### config.mk
export PLATFORM = sky130hd
export DESIGN_NAME = chs_ram
export DESIGN_NICKNAME = d
export VERILOG_FILES = /design/src/hw/rtl/chs_ram.sv
export SDC_FILE = /design/constraint.sdc
export NUM_CORES = 1
export LEC_CHECK = 0
export BUFFER_PORTS_ARGS = -buffer_cell sky130_fd_sc_hd__buf_2
export CAP_MARGIN = 20
export CORE_AREA = 2 2 117 119
export CTS_CLUSTER_SIZE = 10
export DETAILED_ROUTE_END_ITERATION = 10
export DIE_AREA = 0 0 119 121
export PLACE_DENSITY = 0.61
export SETUP_SLACK_MARGIN = 0.5
export SYNTH_ARGS = -nofsm -noshare
export SYNTH_HDL_FRONTEND = slang
export SYNTH_SLANG_ARGS = --single-unit
### constraint.sdc
create_clock -name clk -period 3.3 [get_ports clk]
set_clock_uncertainty 0.05 [all_clocks]
set_input_delay 0.165 -clock clk [delete_from_list [all_inputs] [get_ports clk]]
set_output_delay 0.165 -clock clk [all_outputs]
set_load 0.05 [all_outputs]
### src/hw/rtl/chs_ram.sv
// generic single-write, single-read synchronous ram with registered read
module chs_ram #(
    parameter int WIDTH = 8,
    parameter int DEPTH = 16
) (
    input  logic                     clk,
    input  logic                     we,
    input  logic [$clog2(DEPTH)-1:0] waddr,
    input  logic [WIDTH-1:0]         wdata,
    input  logic [$clog2(DEPTH)-1:0] raddr,
    output logic [WIDTH-1:0]         rdata
);

    logic [WIDTH-1:0] mem [DEPTH];
    logic [WIDTH-1:0] rdata_reg;

    // write port and registered read port
    always_ff @(posedge clk)
    begin
        if (we)
        begin
            mem[waddr] <= wdata;
        end
        rdata_reg <= mem[raddr];
    end

    assign rdata = rdata_reg;

endmodule

==> summary.md <==
| Metric | Value |
|---|---|
| Post-Place Cells | `425` |
| Post-CTS Resized | `0` |
| Final antenna-violating net count | `0` |
| Setup crit end kind | `register` |
| Mapped Cells | `229` |
| Placed Instance Area | `5456 um2` |
| Hold-fix buffers, CTS | `0` |
| DIE HEIGHT | `between 100 and 150 um` |
| Area of the multi-input gates | `1057 um2` |
| Average wire per standard cell | `20.47 um` |
| Worst Hold Class | `in2reg` |
| Final Hold Fails | `0` |
| Final period util | `0.5039` |
| CP Buf/Inv Count | `2` |
| CTS Root Cell | `clkbuf_16` |
| Max clock buf depth | `2` |
| Leakage power | `1.998 nW` |
| Synth top area cells | `edfxtp_1 (75%), mux4_2 (7.9%), mux4_1 (7.1%)` |
| Residual DRC | `0` |
| Iter 0 DRT Violations | `266` |
| Warnings, synthesis | `0` |
| Final GP Congestion | `about 0.7` |
| GRT Util Overall | `0.1430` |
| Die width | `about 120 um` |
| Crit-path max FO | `17` |
| Worst-margin pin slew | `between 1 and 1.5 ns` |
| Number of post-CTS setup repair buffers | `0` |
| Vias per cell | `5.131` |
| Unrepaired setup endpoints after global routing | `false` |
| First-pass GRT wire length | `between 10 and 15 mm` |
| Status | `finished, final reports clean` |
| Most frequent cells in the layout | `edfxtp_1 (128), buf_2 (25), mux4_2 (18), clkbuf_16 (17), a22oi_1 (16)` |
| Nets@finish | `286` |
| Fill cells | `~1100` |
| Final HPWL DP | `5.992 mm` |
| Slew Viols, Final | `0` |
| Final-report setup violation count | `0` |
| Share of cells above drive strength 1 | `0.2669` |
| Max stage delay on crit path | `0.61 ns` |
| Initial Utilization | `0.3934` |
| PwrDens | `about 650 nW/um2` |
| IO Count | `26` |
| Vias in the first global route | `2427` |
| Worst path required time | `roughly 3.5 ns` |
| Startpoint types | `input port` |
| Post-synthesis cell area | `~5100 um2` |
| Fin crit period | `1.663 ns` |
| Diodes inserted | `0` |
| Arr. time, crit path | `~1.9 ns` |
| Port bufs | `25` |
| Num CTS Buffers | `17` |
| CP cell instances | `buf_2, buf_12, mux4_1, a22oi_1, nand2_1` |
| Final TNS setup | `0 ns` |
| Reg area | `roughly 4000 um2` |
| Later-pin clock latency in the skew report | `0.41 ns` |
| Clock-pin slew on the worst setup and hold paths | `about 0.060 ns` |
| Via Count | `2345` |
| Post-synthesis register bit count | `around 140` |
| Max VDD drop | `between 0.0003 and 0.0004 V` |
| Initial antenna violation count | `0` |
| Fmax | `around 600 MHz` |
| Register-to-Register Setup Slack | `1.85 ns` |
| Largest net degree at the start of global routing | `33` |
| Area Overhead vs Synth | `16.63%` |
| Final instance area | `roughly 6000 um2` |
| Die area | `14400 um2` |
| H-tree levels | `4` |
| Cell variety after synth | `19` |
| TritonCTS clock tree | `built` |
| Drt pass-1 iters | `4` |
| Slew headroom | `0.3288` |
| Commonest non-fill, non-tap cell in the layout | `edfxtp_1` |
| GRT Residual Overflow | `0` |
| Syn Nets | `approximately 250` |
| Crit path kind | `in2reg` |
| Sequential area share after synthesis | `0.7778` |
| Top delay family on crit path | `buffers and inverters` |
| FP Rows | `42` |
| Core footprint | `roughly 13000 um2` |
| Final non-filler cell total | `around 460` |
| Clk sinks | `approximately 140` |
| Total wire length | `between 9 and 10 mm` |
| Max reg flops | `roughly 130` |
| Cell taking the most area after synthesis | `edfxtp_1` |
| Max-cap viol count | `0` |
| Post-synth top area share | `0.7467` |
| Syn avg cell area | `22.48 um2` |
| CP max-delay cell | `mux4_1` |
## cells in the mapped netlist (all sizes together)
| library cell | count |
|---|---|
| mux4 | 32 |
| edfxtp | 128 |
| a22oi | 16 |
| nor3 | 4 |
| or3b | 1 |
| nand2b | 2 |
| buf | 7 |
| nor2 | 13 |
| nand2 | 9 |
| nor2b | 1 |
| nand3 | 1 |
| clkdlybuf4s25 | 3 |
| and2 | 1 |
| and2b | 1 |
| nand3b | 2 |
| dfxtp | 8 |
## cells by family (layout without fill, tap and decap cells)
kind of cell	count (synthesis)	count (layout)	share of synthesized area
buffers and inverters	10	62	0.01677
flip-flops	136	136	0.7778
multiplexers	32	32	0.1502
AO/OA/AOI/OAI	16	16	0.02334
AND/OR/NAND/NOR	35	35	0.03184
## per-layer routing
metal | vias up | track usage | routed length (um)
met5 | - | 0 | 0
met4 | 0 | 0.06473 | 155
met3 | 17 | 0.04041 | 268
met2 | 53 | 0.2450 | 4819
met1 | 1224 | 0.1682 | 4112
li1 | 1051 | - | -
## area by class of cell
cell class,count,area share
flip-flops and latches,136,0.6669
multi-input cells,83,0.1761
clock buffers,21,0.07336
well taps,176,0.03668
repair buffers,30,0.02918
clock inverters,11,0.01772
## report_power, final
group	switching (mW)	internal [mW]	leakage, nW
clock	0.642	1.10	0.273
sequential	0.0106	1.93	1.22
combinational	0.134	0.0721	0.501
## final timing paths
check / end / startpoint / cells past startpoint
worst max-delay path: rdata[0]$_DFF_P_ / raddr[0] / 5
worst min-delay path: mem[12][3]$_DFFE_PP_ / wdata[3] / 1
worst max register to register: rdata[0]$_DFF_P_ / mem[4][0]$_DFFE_PP_ / 3
worst min register to register: rdata[2]$_DFF_P_ / mem[15][2]$_DFFE_PP_ / 3
## per-stage QoR
stage	setup WS (ns)	total power, mW	util	hold WS [ns]
after floorplan	1.592	2.114	-	0.2139
after global placement	1.261	2.181	0.4170	0.4969
after detailed placement	1.205	2.188	0.4170	0.5102
after CTS	1.625	3.911	0.4588	0.08295
after global routing	1.490	4.012	0.4588	0.09000
final	1.637	3.888	0.4588	0.08681
Power figures use the tool's default switching activity.
