### src/hw/rtl/chs_pkg.sv
// shared types, codes and constants for the chained hash set
package chs_pkg;

    // default geometry (powers of two)
    localparam int ROWS_DEF    = 4096;
    localparam int BUCKETS_DEF = 8192;

    // fixed field widths
    localparam int HASH_W      = 64;
    localparam int KEY_W       = 64;
    localparam int KEY_LIMIT_W = 13;
    localparam int CFG_IDX_W   = 2;
    localparam int STATUS_W    = 3;

    localparam logic [KEY_LIMIT_W-1:0] KEY_LIMIT_RST = 13'd4096;

    // configuration register indexes
    localparam logic [CFG_IDX_W-1:0] CFG_MULTISET  = 2'd0;
    localparam logic [CFG_IDX_W-1:0] CFG_KEY_LIMIT = 2'd1;
    localparam logic [CFG_IDX_W-1:0] CFG_HASH_ONLY = 2'd2;

    typedef enum logic [1:0] {
        CMD_FIND   = 2'd0,
        CMD_INSERT = 2'd1,
        CMD_CLEAR  = 2'd2,
        CMD_NEXT   = 2'd3
    } cmd_t;

    typedef enum logic [STATUS_W-1:0] {
        ST_NONE    = 3'd0,
        ST_MATCH   = 3'd1,
        ST_NEW     = 3'd2,
        ST_DUP     = 3'd3,
        ST_FULL    = 3'd4,
        ST_OVER    = 3'd5
    } status_t;

    // key record as stored per row and as probed
    typedef struct packed {
        logic [HASH_W-1:0] hash;
        logic [KEY_W-1:0]  key;
        logic              is_null;
    } key_rec_t;

    typedef enum logic [3:0] {
        S_CLEAR,
        S_IDLE,
        S_HEAD,
        S_WALK,
        S_DECIDE,
        S_DUP_GROUP,
        S_DUP_LINK,
        S_NEXT,
        S_OUT
    } state_t;

endpackage

### src/hw/rtl/chs_match.sv
// row compare: hash equality, then key or null equality unless hash_only is set
module chs_match (
    input  chs_pkg::key_rec_t probe,
    input  chs_pkg::key_rec_t stored,
    input  logic              hash_only,
    output logic              hit
);
    import chs_pkg::*;

    logic hash_eq;
    logic key_eq;

    assign hash_eq = (probe.hash == stored.hash);

    // nulls equal only nulls, key bits ignored then
    always_comb
    begin
        if (probe.is_null || stored.is_null)
        begin
            key_eq = (probe.is_null == stored.is_null);
        end
        else
        begin
            key_eq = (probe.key == stored.key);
        end
    end

    assign hit = hash_eq && (hash_only || key_eq);

endmodule

### config.mk
export PLATFORM = sky130hd
export DESIGN_NAME = chs_match
export DESIGN_NICKNAME = d
export VERILOG_FILES = /design/src/hw/rtl/chs_pkg.sv /design/src/hw/rtl/chs_match.sv
export SDC_FILE = /design/constraint.sdc
export NUM_CORES = 1
export LEC_CHECK = 0
export BUFFER_PORTS_ARGS = -buffer_cell sky130_fd_sc_hd__buf_2
export CAP_MARGIN = 15
export CORE_AREA = 10 10 92 94
export DETAILED_ROUTE_END_ITERATION = 7
export DIE_AREA = 0 0 102 104
export PLACE_DENSITY = 0.66
export SYNTH_ARGS = -nofsm -noshare
export SYNTH_HDL_FRONTEND = slang
export SYNTH_SLANG_ARGS = --single-unit
### constraint.sdc
create_clock -name vclk -period 2.9
set_input_delay 0.58 -clock vclk [all_inputs]
set_output_delay 0.58 -clock vclk [all_outputs]
set_load 0.01 [all_outputs]
==> impl_metrics.ini <==
[detailed_routing]
vias_per_cell = 4.37
routedWlPerCell_um = 16.8
ant_nets = 0
via_count = 2289
wl_mm = 8.82
firstDrtPassIters = 4
drc = 0
detailedRoute.firstIterationViolations = 21

[worst_setup_path]
worst-path-max-fanout = 1
crit_type = primary input to output pin
critical_path.cell_chain = buf_2 -> xor2_1 -> nor4_1 -> nand4_1 -> nor4_1 -> nand4_1 -> a21oi_1 -> buf_2
critical-path-slowest-cell = sky130_fd_sc_hd__nor4_1
path_buf_inv = 2
critical_path.top_delay_family = simple AND/OR/NAND/NOR gates
worst-path-stages = 8
critical_path_rt_ns = 2.32
timing.critical_path.arrival_ns = 2.05
setup.worst_path.end_class = output pin
critPathMaxStageDelay_ns = 0.33
worst_setup_path_start_kind = primary input

[grt]
global_route.usage.total = 0.147
maximum_number_of_pins_on_one_net_before_global_route_repair = 3
globalRouteMet2Util = 0.304
grt_most_used_layer = met2
first_global_vias = 2697
grt_antenna_before_repair = 0
grt_overflow = 0
gr-usage-met3 = 0.0751
grt_use_met1 = 0.123
grt_first_pass_wirelength_mm = 12.8

[clocking]
post_cts_buffers = 0
cts-resized-gates = 0
cts_hold_buf = 0

[synthesis]
syn_nets = 444
synth_seq_area_share = 0
ys_types = 14
post_synth.cell_area_avg_um2 = 7.81
syn-instance-count = 184
synth-warning-count = 0
netlist_area_mm2 = 0.00144

[status]
outcome = complete, no violations

[finish]
nNetsFinal = 706
flow.area_growth_from_synthesis_pct = 97.6
layout_commonest_cell = sky130_fd_sc_hd__buf_2
diodes = 0
flops_and_latches = 0
most-common-layout-cells = sky130_fd_sc_hd__buf_2 (260), sky130_fd_sc_hd__xnor2_1 (78), sky130_fd_sc_hd__xor2_1 (44)
clock_buffers = 0
final.fill_count = 717
post_route_cells_drive_above_1_share = 0.586
multi_input_gate_area_in_the_final_layout_mm2 = 0.00140
area.sequential_um2 = 0

[floorplan]
design.die.area_mm2 = 0.0106
die_x_um = 102
core.rowCount = 30
initial_utilization = 0.215
design.core.area_mm2 = 0.00668
dieHeight_um = 104
io_pins = 260

[power_and_ir_drop]
power.sequential.fraction = 0
total_switching_power_uw = 142
clock_power_share = 0
power.ir.vdd_worst_mv = 0.0619
power.internal_uw = 232
switching_share = 0.380
total_power_uw = 374
power_leakage_uw = 0.00146
power.share.combinational = 1.000
power.density_cell_area_mw_per_mm2 = 132

[sta]
setup_slack_ns = 0.268
report.final.setup_viol = 0
period_needed_ns = 2.63
final-max-slew-violation-count = 0
timing.setup.tns_ns = 0
layout_worst_path_cycle_share = 0.907
rsz0062_at_grt = no
max_clock_freq_mhz = 380
hold_viol_final = 0
worstMarginPinSlew_ns = 0.436
whs_ns = 1.56
slew_headroom = 0.707

[worst_hold_path]
hold_path.startpoint = hash_only
min_path_cells = 4
worstHoldEndpoint = hit
worst_hold_path_class = primary input to output pin

[place]
port-buffer-count = 260
dpl.hpwl_mm = 8.64
post-place-ws_ns = 0.177
placer_congestion = 0.773

[job]
cap_viol_max_count = 0
==> logic make-up after synthesis <==
group,Yosys count,share of synthesized area
XOR/XNOR,122,0.744
AND/OR/NAND/NOR,45,0.189
buffers and inverters,9,0.0235
AO/OA/AOI/OAI,7,0.0348
adder cells (fa/ha/maj),1,0.00871
==> Yosys cell counts <==
library cell | instances | share of area
sky130_fd_sc_hd__xnor2_1 | 78 | 0.48
sky130_fd_sc_hd__ha_1 | 1 | 0.0087
sky130_fd_sc_hd__a22o_1 | 1 | 0.0061
sky130_fd_sc_hd__inv_1 | 9 | 0.024
sky130_fd_sc_hd__o22ai_1 | 2 | 0.0087
sky130_fd_sc_hd__nand4_1 | 23 | 0.10
sky130_fd_sc_hd__o21ai_0 | 1 | 0.0035
sky130_fd_sc_hd__nand2_1 | 2 | 0.0052
sky130_fd_sc_hd__a21oi_1 | 1 | 0.0035
sky130_fd_sc_hd__a222oi_1 | 1 | 0.0070
sky130_fd_sc_hd__nor4_1 | 18 | 0.078
sky130_fd_sc_hd__nor2_1 | 2 | 0.0052
sky130_fd_sc_hd__o221ai_1 | 1 | 0.0061
sky130_fd_sc_hd__xor2_1 | 44 | 0.27
==> area by class of cell <==
class | count | area share
timing repair buffer | 260 | 0.459
inverter | 9 | 0.0119
multi-input combinational | 175 | 0.494
tap | 80 | 0.0353
==> worst max path at each step <==
stage | start | end | slack, ns
6_report | stored[34] | hit | 0.27
5_1_grt | stored[34] | hit | 0.04
4_1_cts | stored[34] | hit | 0.18
3_5_place_dp | stored[34] | hit | 0.18
3_3_place_gp | stored[34] | hit | 0.19
2_1_floorplan | stored[26] | hit | 0.64
==> power by group through the flow <==
stage               combinational, µW  clock [µW]  sequential (µW)
global route                      415           0                0
floorplan                         156           0                0
global placement                  370           0                0
detailed placement                378           0                0
finish                            374           0                0
CTS                               381           0                0
==> routing by layer <==
layer / share of wire / wire (µm)
met5: 0 / 0
met4: 0.0031 / 27
met3: 0.16 / 1370
met2: 0.54 / 4730
met1: 0.30 / 2690
==> per-stage QoR <==
stage,instances,area [µm²],util
6_report,524,2840,0.425
5_1_grt,524,2840,0.425
4_1_cts,524,2840,0.425
3_5_place_dp,524,2840,0.425
3_3_place_gp,524,2840,0.425
2_1_floorplan,184,1440,-
Power figures use the tool's default switching activity.
